**src/hdl/jsu_pkg.sv**
```systemverilog
`timescale 1ns / 1ps

package jsu_pkg;

   typedef enum logic [2:0] {
      PH_IDLE,
      PH_BODY,
      PH_ESC,
      PH_HEX1,
      PH_BSL,
      PH_EXU,
      PH_HEX2
   } phase_type;

   typedef enum logic [3:0] {
      ERR_NONE      = 4'd0,
      ERR_NO_QUOTE  = 4'd1,
      ERR_CONTROL   = 4'd2,
      ERR_BAD_ESC   = 4'd3,
      ERR_BAD_HEX   = 4'd4,
      ERR_LONE_LOW  = 4'd5,
      ERR_NO_PAIR   = 4'd6,
      ERR_BAD_LOW   = 4'd7,
      ERR_TRUNCATED = 4'd8
   } err_type;

   localparam logic [7:0] CH_QUOTE  = 8'h22;
   localparam logic [7:0] CH_BSLASH = 8'h5C;
   localparam logic [7:0] CH_U      = 8'h75;
   localparam logic [7:0] CH_DEL    = 8'h7F;

   localparam logic [5:0]  SURR_HI_TAG = 6'b110110;
   localparam logic [5:0]  SURR_LO_TAG = 6'b110111;
   localparam logic [20:0] SUPP_BASE   = 21'h10000;

   localparam logic [7:0] LEAD4 = 8'b11110000;
   localparam logic [7:0] LEAD3 = 8'b11100000;
   localparam logic [7:0] LEAD2 = 8'b11000000;
   localparam logic [7:0] CONT  = 8'b10000000;

   typedef struct packed {
      phase_type   phase;
      logic [15:0] hex_accum;
      logic [1:0]  hex_digits_seen;
      logic [9:0]  saved_high_bits;
   } state_type;

   typedef struct packed {
      logic [7:0] out_byte;
      logic       byte_valid;
      logic       closed;
      err_type    error;
   } result_type;

   typedef struct packed {
      logic [2:0]            count;
      result_type [3:0]      results;
   } bundle_type;

   // {valid, nibble}
   function automatic logic [4:0] hex_value(input logic [7:0] c);
      logic [4:0] r;
      r = 5'd0;
      if (c >= 8'h30 && c <= 8'h39) begin
         r = {1'b1, c[3:0]};
      end else if ((c >= 8'h61 && c <= 8'h66) || (c >= 8'h41 && c <= 8'h46)) begin
         r = {1'b1, c[3:0] + 4'd9};
      end
      return r;
   endfunction

   // {valid, character} for single-character escapes
   function automatic logic [8:0] simple_escape(input logic [7:0] c);
      logic [8:0] r;
      case (c)
         8'h6E:   r = {1'b1, 8'h0A};
         8'h74:   r = {1'b1, 8'h09};
         8'h72:   r = {1'b1, 8'h0D};
         8'h62:   r = {1'b1, 8'h08};
         8'h66:   r = {1'b1, 8'h0C};
         8'h22:   r = {1'b1, 8'h22};
         8'h2F:   r = {1'b1, 8'h2F};
         8'h5C:   r = {1'b1, 8'h5C};
         default: r = 9'd0;
      endcase
      return r;
   endfunction

endpackage

```
**src/hdl/json_string_unescape_utf8.sv**
```systemverilog
`timescale 1ns / 1ps

// Channel  Direction  Ports                                      Transaction
// req      in         req_in_byte, req_start_req,                one raw byte
//                     req_end_of_buffer
// rsp      out        rsp_out_byte, rsp_byte_valid, rsp_last,    one result
//                     rsp_closed, rsp_error
//
// Each byte is decoded in the cycle it is accepted; its 0 to 4 results are
// registered and leave one per cycle while rsp_ready is high. The result
// buffer sets the rate: a new byte is taken when the buffer is empty or its
// final result leaves that cycle.
// Synchronous reset returns the decoder to idle and empties the buffer.

module json_string_unescape_utf8 (
   input  logic       clock,
   input  logic       reset,
   input  logic       req_valid,
   output logic       req_ready,
   input  logic [7:0] req_in_byte,
   input  logic       req_start_req,
   input  logic       req_end_of_buffer,
   output logic       rsp_valid,
   input  logic       rsp_ready,
   output logic [7:0] rsp_out_byte,
   output logic       rsp_byte_valid,
   output logic       rsp_last,
   output logic       rsp_closed,
   output logic [3:0] rsp_error
);
   import jsu_pkg::*;

   state_type  state_ff, state_in;
   bundle_type bundle_ff, bundle_in, bundle_new;
   logic       valid_ff, valid_in;
   logic [1:0] idx_ff, idx_in;
   logic       at_last;
   logic       req_take;
   result_type cur;

   jsu_decode u_decode (
      .state         (state_ff),
      .in_byte       (req_in_byte),
      .start_req     (req_start_req),
      .end_of_buffer (req_end_of_buffer),
      .state_next    (state_in),
      .bundle        (bundle_new)
   );

   assign at_last   = ({1'b0, idx_ff} == (bundle_ff.count - 3'd1));
   assign req_ready = !valid_ff || (rsp_ready && at_last);
   assign req_take  = req_valid && req_ready;
   assign cur       = bundle_ff.results[idx_ff];

   assign rsp_valid      = valid_ff;
   assign rsp_out_byte   = cur.out_byte;
   assign rsp_byte_valid = cur.byte_valid;
   assign rsp_closed     = cur.closed;
   assign rsp_error      = cur.error;
   assign rsp_last       = at_last;

   always_comb begin
      valid_in  = valid_ff;
      idx_in    = idx_ff;
      bundle_in = bundle_ff;
      if (valid_ff && rsp_ready) begin
         if (at_last) valid_in = 1'b0;
         else idx_in = idx_ff + 2'd1;
      end
      if (req_take && bundle_new.count != 3'd0) begin
         valid_in  = 1'b1;
         idx_in    = 2'd0;
         bundle_in = bundle_new;
      end
   end

   always_ff @(posedge clock) begin
      if (reset) begin
         state_ff <= '{phase: PH_IDLE, hex_accum: '0, hex_digits_seen: '0,
                       saved_high_bits: '0};
         valid_ff <= 1'b0;
         idx_ff   <= 2'd0;
      end else begin
         if (req_take) state_ff <= state_in;
         valid_ff <= valid_in;
         idx_ff   <= idx_in;
      end
      bundle_ff <= bundle_in;
   end

endmodule

```
**src/hdl/jsu_decode.sv**
```systemverilog
`timescale 1ns / 1ps

module jsu_decode (
   input  jsu_pkg::state_type  state,
   input  logic [7:0]          in_byte,
   input  logic                start_req,
   input  logic                end_of_buffer,
   output jsu_pkg::state_type  state_next,
   output jsu_pkg::bundle_type bundle
);
   import jsu_pkg::*;

   logic [4:0]  hex;
   logic [8:0]  esc;
   logic [15:0] accum_new;
   logic        digits_done;
   logic        is_hi;
   logic        is_lo;
   logic        ctrl;
   logic        ignore;
   logic        closed;
   logic        finish;
   err_type     err;
   logic [20:0] cp_pair;

   assign hex         = hex_value(in_byte);
   assign esc         = simple_escape(in_byte);
   assign accum_new   = {state.hex_accum[11:0], hex[3:0]};
   assign digits_done = (state.hex_digits_seen == 2'd3);
   assign is_hi       = (accum_new[15:10] == SURR_HI_TAG);
   assign is_lo       = (accum_new[15:10] == SURR_LO_TAG);
   assign ctrl        = (in_byte < 8'h20) || (in_byte == CH_DEL);
   assign ignore      = !start_req && (state.phase == PH_IDLE);
   assign closed      = !start_req && (state.phase == PH_BODY) && !ctrl
                        && (in_byte == CH_QUOTE);
   assign finish      = (err != ERR_NONE) || closed || (end_of_buffer && !ignore);
   assign cp_pair     = {1'b0, state.saved_high_bits, accum_new[9:0]} + SUPP_BASE;

   always_comb begin
      err = ERR_NONE;
      if (start_req) begin
         if (in_byte != CH_QUOTE) err = ERR_NO_QUOTE;
      end else begin
         case (state.phase)
            PH_BODY: if (ctrl) err = ERR_CONTROL;
            PH_ESC:  if (!esc[8] && in_byte != CH_U) err = ERR_BAD_ESC;
            PH_HEX1: begin
               if (!hex[4]) err = ERR_BAD_HEX;
               else if (digits_done && is_lo) err = ERR_LONE_LOW;
            end
            PH_HEX2: begin
               if (!hex[4]) err = ERR_BAD_HEX;
               else if (digits_done && !is_lo) err = ERR_BAD_LOW;
            end
            PH_BSL:  if (in_byte != CH_BSLASH) err = ERR_NO_PAIR;
            PH_EXU:  if (in_byte != CH_U) err = ERR_NO_PAIR;
            default: err = ERR_NONE;
         endcase
      end
   end

   // next state
   always_comb begin
      state_next = state;
      if (finish || ignore) begin
         state_next = '0;
         state_next.phase = PH_IDLE;
      end else if (start_req) begin
         state_next = '0;
         state_next.phase = PH_BODY;
      end else begin
         case (state.phase)
            PH_BODY: if (in_byte == CH_BSLASH) state_next.phase = PH_ESC;
            PH_ESC: begin
               if (in_byte == CH_U) begin
                  state_next.phase = PH_HEX1;
                  state_next.hex_accum = '0;
                  state_next.hex_digits_seen = '0;
               end else begin
                  state_next.phase = PH_BODY;
               end
            end
            PH_HEX1, PH_HEX2: begin
               if (digits_done) begin
                  state_next.hex_accum = '0;
                  state_next.hex_digits_seen = '0;
                  if (state.phase == PH_HEX1 && is_hi) begin
                     state_next.saved_high_bits = accum_new[9:0];
                     state_next.phase = PH_BSL;
                  end else begin
                     state_next.phase = PH_BODY;
                  end
               end else begin
                  state_next.hex_accum = accum_new;
                  state_next.hex_digits_seen = state.hex_digits_seen + 2'd1;
               end
            end
            PH_BSL: state_next.phase = PH_EXU;
            PH_EXU: begin
               state_next.phase = PH_HEX2;
               state_next.hex_accum = '0;
               state_next.hex_digits_seen = '0;
            end
            default: state_next.phase = PH_IDLE;
         endcase
      end
   end

   // results
   always_comb begin
      bundle = '0;
      for (int i = 0; i < 4; i++) begin
         bundle.results[i].byte_valid = 1'b1;
         bundle.results[i].error = ERR_NONE;
      end
      if (!start_req) begin
         case (state.phase)
            PH_BODY: begin
               if (in_byte != CH_BSLASH) begin
                  bundle.count = 3'd1;
                  bundle.results[0].out_byte = in_byte;
               end
            end
            PH_ESC: begin
               if (esc[8]) begin
                  bundle.count = 3'd1;
                  bundle.results[0].out_byte = esc[7:0];
               end
            end
            PH_HEX1: begin
               if (digits_done && !is_hi) begin
                  if (accum_new[15:7] == '0) begin
                     bundle.count = 3'd1;
                     bundle.results[0].out_byte = {1'b0, accum_new[6:0]};
                  end else if (accum_new[15:11] == '0) begin
                     bundle.count = 3'd2;
                     bundle.results[0].out_byte = LEAD2 | {3'b000, accum_new[10:6]};
                     bundle.results[1].out_byte = CONT | {2'b00, accum_new[5:0]};
                  end else begin
                     bundle.count = 3'd3;
                     bundle.results[0].out_byte = LEAD3 | {4'b0000, accum_new[15:12]};
                     bundle.results[1].out_byte = CONT | {2'b00, accum_new[11:6]};
                     bundle.results[2].out_byte = CONT | {2'b00, accum_new[5:0]};
                  end
               end
            end
            PH_HEX2: begin
               if (digits_done) begin
                  bundle.count = 3'd4;
                  bundle.results[0].out_byte = LEAD4 | {5'b00000, cp_pair[20:18]};
                  bundle.results[1].out_byte = CONT | {2'b00, cp_pair[17:12]};
                  bundle.results[2].out_byte = CONT | {2'b00, cp_pair[11:6]};
                  bundle.results[3].out_byte = CONT | {2'b00, cp_pair[5:0]};
               end
            end
            default: bundle.count = 3'd0;
         endcase
      end
      if (finish) begin
         bundle.count = 3'd1;
         bundle.results[0].out_byte = '0;
         bundle.results[0].byte_valid = 1'b0;
         bundle.results[0].closed = 1'b0;
         if (err != ERR_NONE) begin
            bundle.results[0].error = err;
         end else if (closed) begin
            bundle.results[0].closed = 1'b1;
         end else begin
            bundle.results[0].error = ERR_TRUNCATED;
         end
      end
   end

endmodule

```
**config.mk**
```make
export PLATFORM = sky130hd
export DESIGN_NAME = json_string_unescape_utf8
export DESIGN_NICKNAME = d
export VERILOG_FILES = /design/src/hdl/jsu_pkg.sv /design/src/hdl/json_string_unescape_utf8.sv /design/src/hdl/jsu_decode.sv
export SDC_FILE = /design/constraint.sdc
export NUM_CORES = 1
export LEC_CHECK = 0
export ABC_AREA = 0
export BUFFER_PORTS_ARGS = -buffer_cell sky130_fd_sc_hd__clkbuf_2
export CORE_UTILIZATION = 60
export CTS_BUF_LIST = sky130_fd_sc_hd__clkbuf_4 sky130_fd_sc_hd__clkbuf_8 sky130_fd_sc_hd__clkbuf_16
export DETAILED_ROUTE_END_ITERATION = 16
export GPL_TIMING_DRIVEN = 0
export PLACE_DENSITY = 0.86
export SLEW_MARGIN = 10
export SYNTH_ARGS = -nofsm -noshare
export SYNTH_HDL_FRONTEND = slang
export SYNTH_SLANG_ARGS = --single-unit
export TNS_END_PERCENT = 10
```
**constraint.sdc**
```tcl
create_clock -name clock -period 7.2 [get_ports clock]
set_input_delay 1.44 -clock clock [delete_from_list [all_inputs] [get_ports clock]]
set_output_delay 1.44 -clock clock [all_outputs]
set_load 0.02 [all_outputs]
```
Word level (Yosys, flattened, before mapping)
Cells that the tools add are included.

storage, ports and cells
  register bits after elaboration = 71
  input bits = 14
  output and inout port bits = 17
  word-level logic and storage cells = 174

operators by class
  add/sub/neg operators = 5
  $lt $le $gt $ge = 8
  eq/ne operators = 26
  muxes and demuxes = 64
  bitwise logic cells = 4
  reduce and logical (&&, ||, !) cells = 52

operator list
  cell                                                    count
  two-way mux 8 bit                                       13
  case mux 9 bit (8 select lines)                         1
  == test 8 x 7 -> 1 bit (second input constant)          8
  two-way mux 31 bit                                      2
  case mux 18 bit (3 select lines)                        1
  two-way mux 18 bit                                      2
  case mux 8 bit (2 select lines)                         2
  case mux 8 bit (4 select lines)                         1
  two-way mux 10 bit                                      3
  two-way mux 3 bit                                       10
  binary-select mux 14 bit (select 2 bit)                 1
  case mux 4 bit (6 select lines)                         1
  two-way mux 11 bit                                      2
  adder 20 x 17 -> 21 bit (second input constant)         1
  two-way mux 4 bit                                       5
  two-way mux 6 bit                                       3
  logical AND 1 bit                                       17
  == test 8 x 6 -> 1 bit (second input constant)          2
  >= comparator 8 x 7 -> 1 bit (second input constant)    2
  <= comparator 8 x 7 -> 1 bit (second input constant)    2
  inequality test 8 x 7 -> 1 bit (second input constant)  2
  case mux 3 bit (5 select lines)                         1
  two-way mux 14 bit                                      1
  == test 6 bit (second input constant)                   2
  34 further kinds                                        74

Depth between registers and ports, before layout
  depth after elaboration = 16
  depth in mapped cells = 12
  gate-level depth less buffers = 10

Cells and area by module
A second synthesis with hierarchy kept.

second synthesis, totals
  cell total of the unflattened synthesis = 580
  area, all modules = 5,814.3 um2

by module, submodules not included
  module                     times used  cells an instance  area each (um2)  sequential area each (um2)
  json_string_unescape_utf8  1           238                3,449.6          2,452.4
  jsu_decode                 1           342                2,364.8          0.0

Worst setup path before layout
No wires, ideal clock.

  path type = input port to flip-flop
  start point = input req_in_byte[3]
  end point = register bundle_ff[0] (netlist name) (enable)
  setup time = 460 ps
  arrival = 5,293 ps
  data required time = 6,740 ps
  path slack = 1,447 ps
  cell stages on the path = 8
  buffers on the path = 1
  cell sequence = buf_4 -> or4b_4 -> a311oi_4 -> nor2_2 -> o311a_4 -> a21oi_4 -> nor3b_2 -> a31oi_1

between the ends
  word-level cells in the longest chain between the ends = 14
  elaborated cells on any way between the ends = 51
  those cells by class = order compare: 7; eq/ne: 12; mux: 17; reduce/logical: 15

ends and longest elaborated chain
  item                                                                                 RTL line                            RTL
  start, declared                                                                      json_string_unescape_utf8.sv:20     input logic [7:0] req_in_byte,
  >= comparator 8 x 7 -> 1 bit / <= comparator 8 x 7 -> 1 bit (equally long branches)  jsu_pkg.sv:66                       end else if ((c >= 8'h61 && c <= 8'h66) || (c >= 8'h41 && c <= 8'h46)) begin
  logical AND 1 bit                                                                    jsu_pkg.sv:66
  logical OR 1 bit                                                                     jsu_pkg.sv:66
  two-way mux 5 bit                                                                    jsu_pkg.sv:66
  two-way mux 5 bit                                                                    jsu_pkg.sv:64                       if (c >= 8'h30 && c <= 8'h39) begin
  two-way mux 4 bit, on equally long branches                                          jsu_decode.sv:52, jsu_decode.sv:48
  case mux 4 bit (6 select lines)                                                      jsu_decode.sv:44                    case (state.phase)
  two-way mux 4 bit                                                                    jsu_decode.sv:41                    if (start_req) begin
  nonzero test 4 bit                                                                   jsu_decode.sv:36                    assign finish = (err != ERR_NONE) || closed || (end_of_buffer && !ignore);
  logical OR 1 bit (2 in a row)                                                        jsu_decode.sv:36
  two-way mux 3 bit *                                                                  jsu_decode.sv:159                   if (finish) begin
  nonzero test 3 bit *                                                                 json_string_unescape_utf8.sv:70     if (req_take && bundle_new.count != 3'd0) begin
  logical AND 1 bit *                                                                  json_string_unescape_utf8.sv:70
  end signal, assigned                                                                 json_string_unescape_utf8.sv:88     bundle_ff <= bundle_in;
  end, declared                                                                        json_string_unescape_utf8.sv:34     bundle_type bundle_ff, bundle_in, bundle_new;

Every way passes the cells marked *; elsewhere a longest branch is shown, timed or not.
A chain may end at the register's enable or synchronous reset.

Worst setup path after layout
  start point = input req_in_byte[1]
  end point = register bundle_ff[6] (netlist name), data pin

between the ends
  word-level cells in the longest chain between the ends = 12
  elaborated cells on any way between the ends = 53
  those cells by class = add/sub: 2; order compare: 7; eq/ne: 12; mux: 18; reduce/logical: 14

ends and longest elaborated chain
  item
  branches (longest 12 deep; another with adder 20 x 17 -> 21 bit)

Parallel ways; which one is timed is not known.

==> impl_metrics.toml <==
[placement]
detailedPlace.worstSlack_ps = 2390
dp_hpwl_um = 7940
gp_congestion = 0.945
port_buffers = 26
postPlaceCellArea_um2 = 4250

[critical_path]
critPathMaxStageDelay_ps = 600
cp.arrival_ps = 4750
crit_start = "req_in_byte[1]"
cp.required_ps = 7340
path_cells = "clkbuf_2 -> inv_1 -> ha_1 -> o21bai_1 -> a211oi_2 -> nor2_2 -> a31oi_4 -> a21oi_4 -> nor3b_2 -> nand2_1 -> a31oi_1"
start_kind = "primary input"
slowest_stage = "a211oi_2"
worstReg2RegStart = "state_ff[18]"
path_class = "primary input to register"
worst-path-max-fanout = 9
cp-end-kind = "register"

[drt]
postRouteAntennaNets = 0
dr_total_vias = 3560
via_per_inst = 6.70
route.met3.wl_um = 965
post_drt_wl_per_cell_um = 20.1
drt-initial-drc-count = 406
wl_met2_um = 4950
drt_pre_antenna_iters = 8
met1_length_um = 4440
top_layer_used = "met4"
wirelength_um = 10700
drc_errors = 0

[logic_synthesis]
netlist_top_cells_area = "edfxtp_1 29%, dfxtp_1 15%, nor2_1 4.1%"
yosysWarnings = 0
synth_fp_nets = 433
syn_avg_cell_area_um2 = 9.68
async_flop_share = 0
synth.top_cell.area_share = 0.287
yosysUniqueCellTypes = 66
synthCells = 411
yosysSeqAreaShare = 0.438
synth-seq-cells = 68
yosysTopAreaCell = "edfxtp_1"
synthesis.area_um2 = 3980
ys.flop_type = "edfxtp_1"
synth-edff-count = 38

[cells_and_area]
final_util = 0.698
layout.nets = 471
final_area_um2 = 4460
syn_to_final_growth_pct = 12.0
insertedDiodeCount = 0
layout-drive-gt1-share = 0.163

[floorplanning]
io_pins = 31
chipWidth_um = 83.4
row_count = 29
start_util = 0.623
die_h_um = 83.4
core_area_um2 = 6390
die_area_um2 = 6960

[clock_network]
cts_hold_buf = 0
cts_resized = 0
cts_max_level = 3
ctsRootBufferMaster = "clkbuf_8"
numClockSinks = 68
cts_buffer_depth = 2
insertion_delay_ps = 360
cts_tree = "done"
postCtsSetupRepairBufs = 0
path_clk_slew_ps = 80
cts_made_buffers = 9

[timing]
setup_viol_count_final = 0
hold_viol_final = 0
post-route-period-util = 0.641
tightest_slew_ps = 1070
finalSetupTns_ps = 0
finalCriticalPeriod_ps = 4610
relSlewSlack = 0.279
finalWorstSetupSlack_ps = 2590
rsz0062_at_grt = "false"
timing.fmax_mhz = 217
finalClockSkew_ps = 17.0
drv_slew = 0

[job]
maxCapViolCount = 0

[grt]
grt_pass1_wl_um = 17000
grt_max_degree = 28
track_usage = 0.319
antenna_found_initial = 0
grt_pass1_vias = 3306
grt-ovfl-total = 0

[power_and_ir_drop]
leakage_nw = 1.57
ir_drop_uv = 164
total_power_w = 0.000839
power_density_nw_per_um2 = 188

[worst_hold_path]
min-delay-start = "state_ff[5]"
hold_class = "register to register"

[status]
status = "finished, final reports clean"
[cell type report]
| type | instances | area (um2) |
|---|---|---|
| Multi-Input combinational cell | 301 | 2080 |
| Fill cell | 484 | 1930 |
| Sequential cell | 68 | 1740 |
| Timing Repair Buffer | 27 | 158 |
| Clock buffer | 9 | 124 |
| Tap cell | 77 | 96.3 |
| Buffer | 20 | 90.1 |
| Clock inverter | 7 | 85.1 |
| Inverter | 22 | 82.6 |
[final timing paths]
check                           slack, ps  cells past startpoint            end
worst max-delay path                 2590                     11   bundle_ff[6]
worst min-delay path                  470                      2    state_ff[5]
worst max register to register       3580                      8  bundle_ff[13]
worst min register to register        470                      2    state_ff[5]
[critical path: cells and delay by family]
| family | cells | cell delay (ps) |
|---|---|---|
| AOI/OAI and AO/OA | 5 | 1490 |
| adders and majority gates | 1 | 310 |
| buffers and inverters | 2 | 310 |
| and+or+nand+nor | 3 | 1200 |
[Yosys cell counts, types with 3 or more instances]
master	instances
nand3b_1	7
a31oi_1	5
buf_2	3
edfxtp_1	38
o21ai_0	20
a22oi_1	9
nor3_1	13
nor2_1	43
nor4_1	5
inv_1	22
o221ai_1	5
a21o_1	7
nand4_1	8
o31ai_1	9
nand2b_1	7
clkbuf_1	13
nand3_1	13
a222oi_1	6
ha_1	8
nor2b_1	5
dfxtp_1	30
or2_2	5
a22o_1	9
and2_1	9
a211oi_1	3
a21boi_0	4
xor2_1	6
nand2_1	27
mux4_2	7
a21oi_1	20
[routing by layer]
layer,global-route usage,vias up
met2,0.507,193
met3,0.0795,39
met5,0,-
met1,0.426,1689
met4,0.114,0
li1,-,1639
[power breakdown]
group          internal [W]  total [W]  switching, W  leakage, nW
clock              0.000166   0.000332      0.000166        0.106
combinational     0.0000293  0.0000846     0.0000552        0.862
sequential         0.000419   0.000422    0.00000328        0.604
total              0.000614   0.000839      0.000225         1.57
[metrics by stage]
stage	cells	hold slack (ps)
global placement	514	433
finish	531	475
detailed placement	515	450
global route	531	510
floorplan	411	424
CTS	531	474
[logic make-up (layout without fill, tap and decap cells)]
kind of cell,Yosys count,count (layout),share of synthesized area
compound gates,119,119,0.227
simple gates,158,158,0.206
buf+inv,42,85,0.0434
flops,68,68,0.438
xor+xnor,8,8,0.0176
mux,8,8,0.0422
fa+ha+maj,8,8,0.0252
[registers in the layout, indices dropped and copies added, names as in the netlist]
signal and cells:
state_ff 27, rsp_valid 1, bundle_ff 38, idx_ff 2
[cells in the final DEF (no fill, tap or decap), types with 4 or more instances in the layout]
master,instances
dfxtp_1,30
clkbuf_8,9
nor2b_1,5
o31ai_1,9
xor2_1,6
a22oi_1,9
nand3b_1,7
inv_1,22
nor4_1,5
nor2_1,43
clkbuf_2,26
nand4_1,8
a22o_1,9
mux4_2,7
nand2b_1,7
nor3_1,13
a21oi_1,20
clkinv_4,4
a21boi_0,4
o21ai_0,20
edfxtp_1,38
a31oi_1,4
and2_1,9
clkbuf_1,13
or2_2,5
o221ai_1,5
nand3_1,13
ha_1,8
nand2_1,27
a222oi_1,6
a21o_1,7
No activity file was read; power rests on OpenSTA's default activity.
